--- src/design/safs_pkg.sv ---
`timescale 1ns / 1ps
// ----------------------------------------------------------------------------
// safs_pkg
// Shared types and constants for the sorted address floor search block.
// ----------------------------------------------------------------------------
package safs_pkg;

  localparam int ADDR_W      = 64;
  localparam int OUT_INDEX_W = 10;
  localparam int IN_INDEX_W  = 10;
  localparam int COUNT_W     = 11;

  localparam logic REQ_WRITE  = 1'b0;
  localparam logic REQ_LOOKUP = 1'b1;

  localparam logic STATUS_FOUND = 1'b0;
  localparam logic STATUS_RANGE = 1'b1;

  typedef enum logic [1:0] {
    S_IDLE,
    S_PROBE,
    S_FINAL,
    S_DONE
  } search_state_t;

  typedef struct packed {
    logic                   status;
    logic [OUT_INDEX_W-1:0] found_index;
    logic                   exact_match;
  } result_t;

endpackage

--- src/design/safs_search.sv ---
`timescale 1ns / 1ps
// ----------------------------------------------------------------------------
// safs_search
// Request sequencer: takes write and lookup transactions, drives the table
// ports and runs the binary search one probe per cycle.
// ----------------------------------------------------------------------------
module safs_search #(
  parameter int DEPTH = 1024,
  parameter int AW    = 10,
  parameter int CW    = 11
) (
  input  logic                             clk,
  input  logic                             rst,
  input  logic                             in_valid,
  output logic                             in_stall,
  input  logic                             req_type,
  input  logic [safs_pkg::IN_INDEX_W-1:0]  entry_index,
  input  logic [safs_pkg::ADDR_W-1:0]      entry_address,
  input  logic [safs_pkg::ADDR_W-1:0]      lookup_address,
  input  logic [CW-1:0]                    count,
  input  logic                             res_ready,
  output logic                             res_valid,
  output safs_pkg::result_t                res,
  output logic                             mem_we,
  output logic [AW-1:0]                    mem_waddr,
  output logic [safs_pkg::ADDR_W-1:0]      mem_wdata,
  output logic                             mem_re,
  output logic [AW-1:0]                    mem_raddr,
  input  logic [safs_pkg::ADDR_W-1:0]      mem_rdata
);

  safs_pkg::search_state_t state, state_next;

  logic [safs_pkg::ADDR_W-1:0] key;
  logic [CW-1:0]               lo, hi, mid;

  logic          accept, lookup_go;
  logic          key_lt, key_gt, hit;
  logic [CW-1:0] lo_c, hi_c, mid_c, hi_dec;
  logic [CW:0]   sum_c;
  logic          go_probe, go_final, launch;

  assign accept    = in_valid && !in_stall;
  assign lookup_go = accept && (req_type == safs_pkg::REQ_LOOKUP);

  assign key_lt = key < mem_rdata;
  assign key_gt = key > mem_rdata;
  assign hit    = (state == safs_pkg::S_PROBE) && !key_lt && !key_gt;

  // Load the search window on a new lookup, else narrow it from the current probe result
  always_comb begin
    lo_c = lo;
    hi_c = hi;
    if (state == safs_pkg::S_IDLE) begin
      lo_c = '0;
      hi_c = count;
    end else if (key_lt) begin
      hi_c = mid;
    end else if (key_gt) begin
      lo_c = mid + CW'(1);
    end
  end

  assign sum_c    = {1'b0, lo_c} + {1'b0, hi_c};
  assign mid_c    = sum_c[CW:1];
  assign hi_dec   = hi_c - CW'(1);
  assign go_probe = lo_c < hi_c;
  assign go_final = !go_probe && (hi_c != '0) && (hi_c < count);
  assign launch   = lookup_go || ((state == safs_pkg::S_PROBE) && !hit);

  // Next state
  always_comb begin
    state_next = state;
    unique case (state)
      safs_pkg::S_IDLE: begin
        if (lookup_go) begin
          state_next = go_probe ? safs_pkg::S_PROBE :
                       go_final ? safs_pkg::S_FINAL : safs_pkg::S_DONE;
        end
      end
      safs_pkg::S_PROBE: begin
        if (hit) begin
          state_next = safs_pkg::S_DONE;
        end else begin
          state_next = go_probe ? safs_pkg::S_PROBE :
                       go_final ? safs_pkg::S_FINAL : safs_pkg::S_DONE;
        end
      end
      safs_pkg::S_FINAL: state_next = safs_pkg::S_DONE;
      safs_pkg::S_DONE: begin
        if (res_ready) begin
          state_next = safs_pkg::S_IDLE;
        end
      end
      default: state_next = safs_pkg::S_IDLE;
    endcase
  end

  // Outputs
  always_comb begin
    in_stall  = (state != safs_pkg::S_IDLE);
    res_valid = (state == safs_pkg::S_DONE);
    mem_we    = accept && (req_type == safs_pkg::REQ_WRITE) &&
                (32'(entry_index) < DEPTH);
    mem_waddr = AW'(entry_index);
    mem_wdata = entry_address;
    mem_re    = launch;
    mem_raddr = go_probe ? mid_c[AW-1:0] : hi_dec[AW-1:0];
  end

  always_ff @(posedge clk) begin
    if (rst) begin
      state <= safs_pkg::S_IDLE;
    end else begin
      state <= state_next;
    end
  end

  always_ff @(posedge clk) begin
    if (lookup_go) begin
      key <= lookup_address;
    end
    if (launch) begin
      lo  <= lo_c;
      hi  <= hi_c;
      mid <= mid_c;
    end
  end

  // Capture the result as the search resolves
  always_ff @(posedge clk) begin
    if (hit) begin
      res.status      <= safs_pkg::STATUS_FOUND;
      res.found_index <= safs_pkg::OUT_INDEX_W'(mid);
      res.exact_match <= 1'b1;
    end else if (state == safs_pkg::S_FINAL && key_gt) begin
      res.status      <= safs_pkg::STATUS_FOUND;
      res.found_index <= safs_pkg::OUT_INDEX_W'(hi - CW'(1));
      res.exact_match <= 1'b0;
    end else if (state == safs_pkg::S_FINAL || (launch && !go_probe && !go_final)) begin
      res.status      <= safs_pkg::STATUS_RANGE;
      res.found_index <= '0;
      res.exact_match <= 1'b0;
    end
  end

endmodule

--- config.mk ---
export PLATFORM = sky130hd
export DESIGN_NAME = safs_search
export DESIGN_NICKNAME = d
export VERILOG_FILES = /design/src/design/safs_pkg.sv /design/src/design/safs_search.sv
export SDC_FILE = /design/constraint.sdc
export NUM_CORES = 1
export LEC_CHECK = 0
export BUFFER_PORTS_ARGS = -buffer_cell sky130_fd_sc_hd__buf_4
export CORE_UTILIZATION = 38
export DETAILED_ROUTE_END_ITERATION = 8
export PLACE_DENSITY = 0.75
export SYNTH_ARGS = -nofsm -noshare
export SYNTH_HDL_FRONTEND = slang
export SYNTH_SLANG_ARGS = --single-unit
--- constraint.sdc ---
create_clock -name clk -period 10.05 [get_ports clk]
set_clock_uncertainty 0.15 [all_clocks]
set_input_delay 2.01 -clock clk [delete_from_list [all_inputs] [get_ports clk]]
set_output_delay 2.01 -clock clk [all_outputs]
set_load 0.02 [all_outputs]
# == After elaboration in Yosys (flattened, before gate mapping) ==
# Cells that the tools add are included.
# W data, S select, Z words.
# totals
wordCells,63
inputBits,218
out_inout_bits,100
regBits,111
# classes
n_addsub,4
reduce_logical,26
n_lt_le_gt_ge,4
n_eq_ne,5
bitwise,1
mux,15
# op_table
operator,count
$mux W11,8
$gt A64 B64 Y1,1
$lt A64 B64 Y1,1
$lt A11 B11 Y1,2
$sub A10 B1 Y10 const B,2
$add A11 B11 Y12,1
$add A11 B1 Y11 const B,1
$logic_and A1 B1 Y1,11
$reduce_bool A11 Y1,1
$mux W10,1
$mux W2,4
$pmux W2 S4,1
$logic_not A1 Y1,6
$eq A2 B2 Y1 const B,2
$ne A2 B2 Y1 const B,2
$reduce_bool A2 Y1,2
$reduce_bool A3 Y1,1
$eq A2 B1 Y1 const B,1
$logic_not A2 Y1,1
$logic_or A1 B1 Y1,2
$reduce_and A2 Y1,1
$reduce_or A2 Y1,1
$mux W1,1
$not A1 Y1,1

# == Depth between registers and ports, before layout ==
# logic_depth
depth_word,14
ltp_mapped,25
ltp_nobuf,22

# == Worst setup path before layout ==
# Ideal clock, no wire load.
# synth_path
path_kind,in2out
start,input port mem_rdata[13] (netlist name)
end,output port mem_raddr[0]
arrival_ns,6.586
slack_ns,1.304
stages,23
path_cell_list,inv_1 > ha_1 > nand4_1 > nor4_1 > o21ai_0 > a31oi_1 > nor4b_4 > a21boi_4 > clkbuf_1 > nor2_1 > a211oi_1 > ha_1 > clkbuf_1 > a21oi_1 > o21bai_1 > a21o_1 > a21oi_1 > o21bai_1 > a31o_2 > o41a_1 > buf_2 > buf_2 > a21oi_1
# synth_between
elab_chain_len,6
word_cells_on_any_way,11
classes_between,add/sub (2); order compare (3); mux (6)
# synth_lines
item,line_no,source
from (decl),safs_search.sv:29,input logic [safs_pkg::ADDR_W-1:0] mem_rdata
$gt A64 B64 Y1,safs_search.sv:47,assign key_gt = key > mem_rdata;
$mux W11,safs_search.sv:59,end else if (key_gt) begin
$mux W11 *,safs_search.sv:57,end else if (key_lt) begin
$mux W11 *,safs_search.sv:54,if (state == safs_pkg::S_IDLE) begin
net lo_c[4],safs_search.sv:39,"logic [CW-1:0] lo_c, hi_c, mid_c, hi_dec;"
$lt A11 B11 Y1 *,safs_search.sv:67,assign go_probe = lo_c < hi_c;
$mux W10 *,safs_search.sv:108,mem_raddr = go_probe ? mid_c[AW-1:0] : hi_dec[AW-1:0];
to (decl),safs_search.sv:28,"output logic [AW-1:0] mem_raddr,"
# Mark *: on every way through the listed nets, which the timed path passes. The rest lies on a longest branch.

# == Final worst setup path ==
# layout_path
start,input port mem_rdata[55] (netlist name)
end,output port mem_raddr[5]
# Same word-level chain as after synthesis.

==> metrics.txt <==
most frequent CP cell buf_4; max-slew headroom at the worst pin around two fifths; number of antenna violations at the first check in global routing 0; count of flip-flops with a built-in enable after synthesis 107; summed negative setup slack over all endpoints 0 ns; Sequential Area about 3300 µm²; Worst Reg-to-Reg Cells 20; first-pass GRT wire length between 30000 and 40000 µm; global-route congestion overflow total 0; number of violations reported at the end of detailed-routing iteration 0 about 320; Worst Path Max Fanout 17; type of element launching the critical path primary input; number of I/O port buffers between 150 and 200; power density of the placed cells 148 nW/µm²; cell family contributing the most delay on the critical path compound AO/OA/AOI/OAI gates; mean cell area of the mapped netlist 10.2 µm²; total die area approximately 21000 µm²; Chip Width between 100 and 150 µm; Routed Wire Length around 22000 µm; leading cell type in the layout, fill and taps excluded buf_4; Post-DRT Antenna Nets 0; placed wire-length estimate after detailed placement around 18000 µm; slew of the pin with the lowest slew margin 0.871 ns; vias in the first global route 6003; sequential fraction of the synthesis area a little over two fifths; vertical die dimension ~150 µm; Post-CTS Repair Setup Buffers 0; final number of max-transition violations 0; status finished clean; initial standard-cell utilization of the core 38.8%; post-synth top area cell edfxtp_1; total clock sinks approximately 110; DR DRC count 0; FF+latch count, synth approximately 110; area occupied by multi-input gates between 3000 and 4000 µm²; final period utilization a little over nine tenths; number of diodes added for antenna fixing 0; critical path, cell by cell buf_4 > inv_1 > ha_1 > nand4_1 > nor3_1 > nand4_1 > a31oi_1 > nor4b_4 > buf_4 > a21boi_4 > buf_4 > nor2_1 > a211oi_1 > ha_1 > inv_1 > nand4_1 > or4_1 > o21bai_1 > o41a_1 > buf_4 > nor2_1 > a21oi_1 > buf_4; post-synth net total ~1100; all-layer global routing usage 20.2%; final-stage net count around 1200; total power ~0.0014 W; vias per cell roughly 5.2; Fmax roughly 110 MHz; post-CTS clock slew at the launch and capture registers of the worst setup and hold paths approximately 0.080 ns; maximum number of pins on one net before global-route repair 67; most used cells in the layout excluding fill and tap cells buf_4 (184), edfxtp_1 (107), inv_1 (99); arrival time reported for the critical path endpoint about 7.3 ns; clock root buffer master clkbuf_16; netlist area before placement between 7000 and 8000 µm²; leading post-synthesis cells by cell area edfxtp_1 (41%), ha_1 (15%), buf_4 (7.0%); ports placed on the boundary roughly 320; category of the critical setup timing path in -> out; number of warnings issued by yosys 0; WL per Instance 18.7 µm; number of buffers added to fix hold violations after cts 0; Syn Inst Count around 770; proportion of synthesized flip-flops having asynchronous set or reset 0%; post-CTS resize count 0; number of buffers created by CTS 9; instance count on the critical path 23; worst min-delay path class reg -> reg; required time of the critical path slightly below 8 ns; dominant register cell in the synthesized netlist edfxtp_1; # Max-Cap Violations 0; delay of the slowest cell on the worst path 0.55 ns; # fillers roughly 1900; Std-Cell Core Area 20300 µm²; Synth top area share just over 40%; final RePlAce weighted congestion approximately 0.9; clock tree from TritonCTS yes; number of vias in the routed layout 5965; maximum vdd drop ~0.098 mV; shortest period the worst path allows roughly 9.5 ns; fraction of layout cells with a size suffix above 1 25.9%; post-synthesis to final-layout area growth 17.3%; Crit-path slowest cell o41a_1; kind of end point of the critical path output pin; setup repair after global routing missed its margin false; Row Count 52; number of detailed-route iterations in the first pass 5; number of cells on the worst hold path 2; number of distinct library cells after synthesis between 60 and 70; final hold violations 0; CP Buf/Inv Count 7; cell leakage power 4.17 nW; setup violation total in the final timing report 0; Clk Latency, worst-skew pair roughly 0.36 ns; tightest hold margin 0.364 ns; worst-case clock buffer depth 2; CTS HTree Levels 3
## metal layers
layer	global-route usage [%]	share of wire, %	vias to the layer above	wire [µm]
met4	11.6	5.3	0	1150
met5	0	0	-	0
li1	-	-	2887	-
met2	36.4	52	260	11100
met3	4.63	7.6	74	1640
met1	21.6	35	2744	7610
## worst reg2reg max path, cell delays in order, from the launching register on
cell and delay [ns]:
edfxtp_1 0.38, ha_1 0.33, nand4_1 0.14, nor4_1 0.44, o21ai_0 0.15, a31oi_1 0.38
nor4b_4 0.09, buf_4 0.22, a21boi_4 0.36, buf_4 0.25, nor2_1 0.06, a211oi_1 0.42
ha_1 0.33, inv_1 0.16, nand4_1 0.10, or4_1 0.47, o21bai_1 0.16, o41a_1 0.55
nand2_1 0.08, or2_1 0.28, nand2_1 0.35
## state kept, by name (all words and copies together), names as in the netlist
register	count
key	64
res	12
hi	11
lo	11
mid	11
state	2
## final cells by class
cell class,instances,area share [%]
repair buffers,184,14.9
flip-flops and latches,111,35.6
well taps,270,3.65
clock inverters,7,0.528
inverters,100,4.06
multi-input cells,472,38.8
clock buffers,9,2.43
## Yosys cell counts, types with 8 or more instances
cell	number
edfxtp_1	107
nor2_1	55
nand2_1	41
o21bai_1	9
a21o_1	14
buf_4	74
nand3_1	23
a31oi_1	8
inv_1	99
o21ai_0	30
xnor2_1	25
nor3_1	8
a21oi_1	41
a211oi_1	10
xor2_1	8
nand4_1	19
ha_1	97
## worst paths after layout
| path | endpoint | slack (ns) | from |
|---|---|---|---|
| worst min-delay path | res[11]$_SDFFE_PP0P_ | 0.36 | res[11]$_SDFFE_PP0P_ |
| worst max register to register | res[1]$_DFFE_PP_ | 3.84 | key[13]$_DFFE_PP_ |
| worst min register to register | res[11]$_SDFFE_PP0P_ | 0.36 | res[11]$_SDFFE_PP0P_ |
| worst max-delay path | mem_raddr[5] | 0.56 | mem_rdata[55] |
## per-stage QoR
stage	util [%]	setup slack (ns)	instance area, µm²	instances
6_report	45.6	0.562	9250	1153
5_1_grt	45.6	0.116	9250	1153
4_1_cts	45.6	0.523	9250	1153
3_5_place_dp	44.2	0.553	8980	1137
3_3_place_gp	44.2	0.777	8980	1137
2_1_floorplan	-	1.30	7880	771
## power breakdown
part           switching, W  internal, W  total (W)
clock              0.000175     0.000169   0.000345
combinational      0.000241     0.000190   0.000430
sequential        0.0000344     0.000562   0.000597
total              0.000451     0.000921    0.00137
## kinds of logic after synthesis
kind of cell	after synthesis	share of synthesized area [%]
xor gates and xnor gates	33	3.67
AOI/OAI and AO/OA	152	13.3
adders and majority gates	98	15.7
buffers and inverters	188	12.8
and+or+nand+nor	182	11.7
muxes	7	1.10
DFF	111	41.8
Note: power is estimated with default switching activity, not from simulation.
